<file path="src/rtl/core/sgdl_mul.sv">
// sgdl_mul: two-stage unsigned multiplier built from four half-width partial
// products, with a valid bit and a side word carried alongside. No dependencies.
module sgdl_mul #(
    parameter int AW = 40,
    parameter int BW = 40,
    parameter int SW = 1
) (
    input  logic                 i_clk,
    input  logic                 i_rst_n,
    input  logic                 i_en,
    input  logic                 i_valid,
    input  logic [AW-1:0]        i_a,
    input  logic [BW-1:0]        i_b,
    input  logic [SW-1:0]        i_side,
    output logic                 o_valid,
    output logic [AW+BW-1:0]     o_prod,
    output logic [SW-1:0]        o_side
);
    localparam int AL = (AW + 1) / 2;
    localparam int AH = AW - AL;
    localparam int BL = (BW + 1) / 2;
    localparam int BH = BW - BL;
    localparam int PW = AW + BW;

    logic [1:0]         r_valid;
    logic [AL+BL-1:0]   r_ll;
    logic [AL+BH-1:0]   r_lh;
    logic [AH+BL-1:0]   r_hl;
    logic [AH+BH-1:0]   r_hh;
    logic [SW-1:0]      r_side1;
    logic [PW-1:0]      r_prod;
    logic [SW-1:0]      r_side2;

    always_ff @(posedge i_clk) begin
        if (!i_rst_n) begin
            r_valid <= '0;
        end else if (i_en) begin
            r_valid <= {r_valid[0], i_valid};
        end
    end

    always_ff @(posedge i_clk) begin
        if (i_en) begin
            r_ll    <= i_a[AL-1:0] * i_b[BL-1:0];
            r_lh    <= i_a[AL-1:0] * i_b[BW-1:BL];
            r_hl    <= i_a[AW-1:AL] * i_b[BL-1:0];
            r_hh    <= i_a[AW-1:AL] * i_b[BW-1:BL];
            r_side1 <= i_side;
            r_prod  <= PW'(r_ll) + (PW'(r_lh) << BL) + (PW'(r_hl) << AL)
                     + (PW'(r_hh) << (AL + BL));
            r_side2 <= r_side1;
        end
    end

    assign o_valid = r_valid[1];
    assign o_prod  = r_prod;
    assign o_side  = r_side2;

endmodule

</file>
<file path="config.mk">
export PLATFORM = sky130hd
export DESIGN_NAME = sgdl_mul
export DESIGN_NICKNAME = d
export VERILOG_FILES = /design/src/rtl/core/sgdl_mul.sv
export SDC_FILE = /design/constraint.sdc
export NUM_CORES = 2
export LEC_CHECK = 0
export BUFFER_PORTS_ARGS = -buffer_cell sky130_fd_sc_hd__buf_2
export CAP_MARGIN = 20
export CORE_MARGIN = 10
export CORE_UTILIZATION = 55
export CTS_CLUSTER_SIZE = 16
export DETAILED_ROUTE_END_ITERATION = 10
export PLACE_DENSITY = 0.74
export SETUP_SLACK_MARGIN = 0.05
export SLEW_MARGIN = 20
export SYNTH_ARGS = -nofsm -noshare
export SYNTH_HDL_FRONTEND = slang
export SYNTH_SLANG_ARGS = --single-unit
</file>
<file path="constraint.sdc">
create_clock -name i_clk -period 6.83 [get_ports i_clk]
set_input_delay 0.3415 -clock i_clk [delete_from_list [all_inputs] [get_ports i_clk]]
set_output_delay 0.3415 -clock i_clk [all_outputs]
set_load 0.01 [all_outputs]
</file>
==> reports/results.ini <==
[outcome]
status=complete, no violations

[cts]
cts.sinks=244
htree_num_levels=2
clk_pin_slew_ps=50
cts-root-buf=clkbuf_16
clockBufferDepth=3
numCtsBuffers=35
clock_latency_ps=600
cts_tree=yes

[cells_and_area]
final_cell_mix=1431 x inv_1, 1320 x fa_1, 897 x and2_1, 797 x nand2_1, 640 x ha_1
final_common_cell=inv_1
areaGrowthSynthToFinish_pct=11.7
finalNonFillerCells=8698
layout-drive-gt1-share_pct=11.6
final_nets=9188
post-route-util_pct=61.7

[sta]
setup_violations=0
hold_viol=0
fmax_mhz=153
fin_crit_sh_pct=96.0
slew_headroom_pct=37.6
min_period_ps=6560
holdWs_ps=29.8
worstMarginPinSlew_ps=936
fin_ws_ps=274
clock_skew_ps=20.4
report.final.slew_viol_count=0
rsz0062_at_grt=false

[run]
maxCapViolations=0

[worst_setup_path]
cpLargestDelayFamily=adder cells
crit_slowest_cell=fa_1
r2r_cells=12
rr_startpoint=r_hl[19]
crit_arrival_ps=6910
critPathMaxStageDelay_ps=540
cp_max_fo=22
critPathRequiredTime_ps=7180
path_buf_inv=9
ff2ff_setup_slack_ps=1870
r2r-end=o_prod[74]
path_common_cell=fa_1
critPathLaunchType=input pin
crit_type=input pin to flip-flop
end_kind=flip-flop

[logic_synthesis]
syn_nets=8777
netlist_area_um2=64100
async_flop_share_pct=0
synth_cells=6731
synth_edf_count=242
yosysUniqueCellTypes=86
yosysSeqAreaShare_pct=11.4
ys_ff_latch=244
synthFlopType=edfxtp_1
yosys_warnings=0
syn_area_per_cell_um2=9.53

[grt]
grt_pass1_vias=51300
antenna_found_initial=22
grt_pass1_wl_mm=277
grt-ovfl-total=0
grt_max_degree=125
grt_usage_pct=26.9

[route]
vias=47700
dr.pass1.iters=5
first_iter_violations=3188
ant_nets=0
dr.max_layer_used=met5
wl_met1_mm=66.3
wl_met3_mm=14.4
wl_met2_mm=82.6
vias_per_cell=5.49
wl_per_cell_um=19.9
wirelength_mm=173
detail_route.drc_violations=0

[floorplan]
std_cell_rows=125
start_util_pct=55.3
dieArea_um2=131000
die_h_um=362
io_pins=167
core-area_um2=116000
die_w_um=362

[min_path]
min_to=r_valid[0]
hp-class=input pin to flip-flop
hold_depth=3
hold_path_startpoint=i_valid

[placed_design]
post-place-ws_ps=-417
numPortBuffers=166
dp.cells=8625
place_hpwl_mm=147
gp_congestion=0.952

==> cells in the mapped netlist, drive strengths merged (4+ instances only) <==
master | instances | area, µm²
a2111oi | 5 | 68.8
a31oi | 19 | 119
nand3 | 40 | 200
a211oi | 25 | 213
clkbuf | 346 | 1300
nor3 | 34 | 185
o31a | 5 | 43.8
a21oi | 183 | 938
xnor2 | 145 | 1270
and2 | 897 | 5610
nor3b | 5 | 47.5
o211ai | 15 | 113
nor2 | 90 | 338
nand3b | 4 | 30.0
edfxtp | 242 | 7270
a41oi | 7 | 80.1
ha | 640 | 8010
and3 | 15 | 93.8
nand4 | 26 | 163
buf | 4 | 23.8
or2 | 6 | 37.5
xor2 | 62 | 543
o31ai | 11 | 82.6
nand2 | 797 | 2990
fa | 1321 | 26400
a21o | 109 | 820
nand2b | 19 | 119
a211o | 5 | 43.8
nor2b | 21 | 134
o21a | 24 | 181
and4 | 6 | 55.1
o21ai | 93 | 480
a21boi | 6 | 45.1
o21bai | 21 | 161
or3 | 8 | 50.1
inv | 1431 | 5370
==> through the flow <==
step	TNS [ps]	area, µm²
2_1_floorplan	0	64100
3_3_place_gp	-8180	70400
3_5_place_dp	-10230	70400
4_1_cts	0	71500
5_1_grt	0	71600
6_report	0	71600
==> state kept, by name (all words and copies together) (netlist names) <==
name and flops:
r_valid 2, r_hh 40, r_lh 40, o_side 1, r_ll 40, r_side1 1, o_prod 80, r_hl 40
==> area by class of cell <==
cell class / instances / area [µm²]
sequential: 244 / 7310
fill: 9525 / 44400
clock buffer: 43 / 927
clock inverter: 18 / 119
antenna: 8 / 20.0
timing repair buffer: 724 / 5730
tap: 1524 / 1910
inverter: 1431 / 5370
multi-input combinational: 4706 / 50200
==> how the worst max path moves through the flow <==
stage                 start  endpoint  cells after the start
finish              i_b[22]  r_lh[38]                     26
global route        i_b[22]  r_lh[39]                     29
CTS                 i_a[29]  r_hh[39]                     26
detailed placement  i_a[29]  r_hh[39]                     27
global placement    i_a[29]  r_hh[39]                     27
floorplan           i_b[11]  r_hl[36]                     26
==> per-layer routing <==
layer | up-vias | global-route usage [%]
li1 | 21200 | -
met1 | 24300 | 33.7
met2 | 1774 | 44.3
met3 | 460 | 5.62
met4 | 22 | 12.8
met5 | - | 0
==> cells by family (layout without fill, tap and decap cells) <==
group	count (synthesis)	in the layout	share of synthesized area (%)
flip-flops	244	244	11.4
XOR/XNOR	207	207	2.83
adder cells (fa/ha/maj)	1961	1961	53.7
AO/OA/AOI/OAI	558	558	5.77
AND/OR/NAND/NOR	1977	1977	15.8
other	0	8	0
multiplexers	3	3	0.0468
buffers and inverters	1781	2216	10.4
==> worst register-to-register path, delay by kind of cell, from the launching register on <==
kind            cells  cell delay, ps
compound gates      5            2060
fa+ha+maj           2             920
simple gates        4             730
flops               1             600
xor+xnor            1             390
==> timing repair <==
action / CTS / global route
hold buffers: 2 / 0
buffers inserted: 0 / 2
setup endpoints to repair: 0 / 17
gates resized for setup: 0 / 31
endpoints found under the hold margin: 3 / 0
Power is not shown: default switching activity piles up to over one toggle a cycle in this logic, so the estimate is an artifact.
