### src/rtl/core/sgdl_div.sv
// sgdl_div: pipelined restoring divider, one quotient bit per stage. The upper
// numerator part must be below the divisor. No dependencies.
module sgdl_div #(
    parameter int QW = 32,
    parameter int DW = 31,
    parameter int SW = 1
) (
    input  logic          i_clk,
    input  logic          i_rst_n,
    input  logic          i_en,
    input  logic          i_valid,
    input  logic [DW-1:0] i_num_hi,
    input  logic [QW-1:0] i_num_lo,
    input  logic [DW-1:0] i_den,
    input  logic [SW-1:0] i_side,
    output logic          o_valid,
    output logic [QW-1:0] o_quo,
    output logic [SW-1:0] o_side
);
    logic [QW:0]   r_valid;
    logic [DW-1:0] r_rem  [0:QW];
    logic [QW-1:0] r_nq   [0:QW];
    logic [DW-1:0] r_den  [0:QW];
    logic [SW-1:0] r_side [0:QW];

    always_ff @(posedge i_clk) begin
        if (!i_rst_n) begin
            r_valid <= '0;
        end else if (i_en) begin
            r_valid <= {r_valid[QW-1:0], i_valid};
        end
    end

    always_ff @(posedge i_clk) begin
        if (i_en) begin
            r_rem[0]  <= i_num_hi;
            r_nq[0]   <= i_num_lo;
            r_den[0]  <= i_den;
            r_side[0] <= i_side;
        end
    end

    for (genvar k = 0; k < QW; k++) begin : g_step
        logic [DW:0] w_part;
        logic        w_take;

        // shift in the next numerator bit, subtract when it fits
        assign w_part = {r_rem[k], r_nq[k][QW-1]};
        assign w_take = w_part >= {1'b0, r_den[k]};

        always_ff @(posedge i_clk) begin
            if (i_en) begin
                r_rem[k+1]  <= w_take ? DW'(w_part - {1'b0, r_den[k]}) : w_part[DW-1:0];
                r_nq[k+1]   <= {r_nq[k][QW-2:0], w_take};
                r_den[k+1]  <= r_den[k];
                r_side[k+1] <= r_side[k];
            end
        end
    end

    assign o_valid = r_valid[QW];
    assign o_quo   = r_nq[QW];
    assign o_side  = r_side[QW];

endmodule

### config.mk
export PLATFORM = sky130hd
export DESIGN_NAME = sgdl_div
export DESIGN_NICKNAME = d
export VERILOG_FILES = /design/src/rtl/core/sgdl_div.sv
export SDC_FILE = /design/constraint.sdc
export NUM_CORES = 2
export LEC_CHECK = 0
export CORE_MARGIN = 2
export CORE_UTILIZATION = 59
export CTS_BUF_LIST = sky130_fd_sc_hd__clkbuf_8 sky130_fd_sc_hd__clkbuf_16
export DETAILED_ROUTE_END_ITERATION = 8
export DONT_BUFFER_PORTS = 1
export MAX_ROUTING_LAYER = met4
export PLACE_DENSITY = 0.75
export SLEW_MARGIN = 25
export SYNTH_ARGS = -nofsm -noshare
export SYNTH_HDL_FRONTEND = slang
export SYNTH_SLANG_ARGS = --single-unit
### constraint.sdc
create_clock -name i_clk -period 6.9 [get_ports i_clk]
set_clock_uncertainty 0.1 [all_clocks]
set_input_delay 1.035 -clock i_clk [delete_from_list [all_inputs] [get_ports i_clk]]
set_output_delay 1.035 -clock i_clk [all_outputs]
set_load 0.01 [all_outputs]
==> flow_summary.json <==
{
  "p_sw_share_pct": 35.74,
  "core_um2": 259900,
  "crit_type": "input pin to flop",
  "clkTransAtPathRegs_ps": 60,
  "finalWorstSetupSlack_ps": 2014,
  "cts_tree": "built",
  "dieArea_um2": 265800,
  "hold_viol": 0,
  "boundaryPins": 133,
  "r2r-start": "r_nq[6][31]",
  "pwr-share-clk_pct": 21.6,
  "r2r-end": "r_rem[0][217]",
  "final_common_cell": "edfxtp_1",
  "overflow": 0,
  "relSlewSlack_pct": 18.45,
  "chipHeight_um": 515.5,
  "rrSetupSlack_ps": 2220,
  "ir_drop_mv": 0.2739,
  "cp.required_ps": 7320,
  "cts.path.max_buffers": 4,
  "ys_types": 91,
  "drt_iter0_markers": 7477,
  "fin_setup_tns_ps": 0,
  "min_period_ps": 4886,
  "async_flop_share_pct": 0,
  "internal_power_w": 0.05104,
  "setup-violations-final": 0,
  "drtPass1Iterations": 6,
  "cap_violations": 0,
  "rr_worst_depth": 14,
  "io_buffers": 0,
  "ant_nets": 0,
  "p_per_area_nw_per_um2": 468.4,
  "drv_slew": 0,
  "grt_max_degree": 250,
  "grt_pass1_vias": 92433,
  "gp_congestion": 0.9827,
  "leakage_nw": 67.81,
  "ys_seq_elements": 3106,
  "drc_errors": 0,
  "whs_endpoint": "r_den[0][4]",
  "hold_class": "input pin to flop",
  "cp-start-kind": "input pin",
  "rows": 187,
  "synth_nets": 13510,
  "power.switching_w": 0.02839,
  "syn2layout_area_growth_pct": 9.841,
  "fin_crit_sh_pct": 70.80,
  "cts_hold_buf": 0,
  "crit_fanout": 183,
  "crit_arrival_ps": 5300,
  "wl_per_cell_um": 20.13,
  "post-cts-setup-buffer-count": 0,
  "rsz0062_at_grt": "no",
  "cts_resized": 0,
  "post_synth.cell_area_avg_um2": 12.46,
  "p_comb_share_pct": 41.0,
  "antenna_found_initial": 29,
  "dp_hpwl_um": 239000,
  "nNetsFinal": 13661,
  "vias_per_cell": 5.787,
  "layout_common_cells": "edfxtp_1, inv_1, ha_1, a21oi_1, o21ai_0",
  "cts_root_buffer": "clkbuf_16",
  "pre_cts_ws_ps": 1266,
  "nFillCells": 18888,
  "synth_edf_count": 3073,
  "cts_made_buffers": 325,
  "grt_first_pass_wirelength_um": 512900,
  "status": "complete, no violations",
  "clkSinkCount": 3106,
  "grt_usage_pct": 25.27,
  "max_slew.worst_pin.slew_ps": 1212,
  "die_x_um": 515.5,
  "syn_inst": 12388,
  "yosys_warnings": 0,
  "seqPwrFrac_pct": 37.4,
  "ys_seq_area_share_pct": 60.20,
  "worstHoldPathCells": 0,
  "end_kind": "flop",
  "min_from": "i_den[4]",
  "drive_above_1_share_pct": 7.797,
  "drt-total-wl_um": 328300,
  "ys.flop_type": "edfxtp_1",
  "timing.fmax_ghz": 0.2047,
  "finalPower_w": 0.07942,
  "num_vias": 94394,
  "clock_latency_ps": 910,
  "netlist_area_um2": 154400,
  "cts-htree-levels": 5,
  "initial_utilization_pct": 59.39
}
## sequential cells by signal, summed over array words and instances (netlist names)
name and count:
r_den 992, r_nq 1056, r_rem 992, r_side 33
r_valid 33
## power groups by stage
stage          clock [W]  sequential (W)  combinational (W)
3_3_place_gp           0          0.0300             0.0312
5_1_grt           0.0182          0.0301             0.0363
2_1_floorplan          0          0.0285             0.0252
3_5_place_dp           0          0.0300             0.0320
6_report          0.0171          0.0297             0.0326
4_1_cts           0.0175          0.0297             0.0323
## synthesized netlist by cell type, types with 119 or more instances
cell | count | area, µm²
nand2b_1 | 155 | 969.7
nand2_1 | 833 | 3127
nand4_1 | 146 | 913.4
xor2_1 | 330 | 2890
o21ai_0 | 842 | 4214
a21o_1 | 489 | 3671
nand3_1 | 144 | 720.7
nor2b_1 | 192 | 1201
xnor2_1 | 477 | 4178
ha_1 | 992 | 12410
o21bai_1 | 119 | 893.4
o21a_1 | 138 | 1036
mux2_2 | 362 | 4076
clkbuf_1 | 160 | 600.6
edfxtp_1 | 3073 | 92280
nor2_1 | 565 | 2121
inv_1 | 1242 | 4662
a21oi_1 | 891 | 4459
## worst max-delay path: stages
cell and delay (ps):
buf_16 420, buf_16 530, buf_16 460, buf_16 580, buf_16 670, buf_16 390, buf_16 520
## worst max path at each step
| stage | startpoint | endpoint | depth (start not counted) |
|---|---|---|---|
| floorplan | r_den[0][93] | r_rem[0][148] | 13 |
| global placement | i_en | r_rem[0][467] | 5 |
| detailed placement | i_en | r_rem[0][467] | 6 |
| CTS | r_den[0][250] | r_rem[0][283] | 13 |
| global route | i_en | r_den[0][487] | 7 |
| finish | i_en | r_nq[17][3] | 7 |
## cell families (layout without fill, tap and decap cells)
group                      count (synthesis)  in the layout  synth area share (%)
DFF                                     3106           3106                 60.20
adders and majority gates               1023           1023                 8.442
other                                      0             14                     0
muxes                                    429            429                 3.075
and+or+nand+nor                         2446           2446                 7.532
xor gates and xnor gates                 807            807                 4.578
AOI/OAI and AO/OA                       3098           3098                 12.52
buffers and inverters                   1479           1891                 3.654
## metal layers
layer | routed length [µm] | share of wire, % | GRT usage, %
met4 | 14140 | 4.3 | 10.49
met5 | 0 | 0 | -
met1 | 142000 | 43 | 32.51
met3 | 15300 | 4.7 | 2.950
met2 | 156900 | 48 | 40.93
## through the flow
stage | hold WS, ps | cell area [µm²] | util (%) | std cells
after CTS | 23.31 | 169400 | 65.16 | 16291
final | 91.51 | 169600 | 65.23 | 16310
after detailed placement | 304.5 | 158900 | 61.11 | 15703
after floorplan | 300.3 | 154400 | - | 12388
after global placement | 300.2 | 158700 | 61.04 | 15695
after global routing | 50.60 | 169600 | 65.23 | 16310
## area by class of cell
| cell class | count | area (µm²) | share of cell area (%) |
|---|---|---|---|
| timing repair buffer | 60 | 970.9 | 0.5726 |
| tap | 3496 | 4374 | 2.580 |
| clock buffer | 329 | 8222 | 4.848 |
| inverter | 1243 | 4666 | 2.751 |
| clock inverter | 259 | 2316 | 1.366 |
| multi-input combinational | 7803 | 56050 | 33.05 |
| sequential | 3106 | 92940 | 54.81 |
| antenna | 14 | 35.03 | 0.02066 |
(Power assumes the default switching activity.)
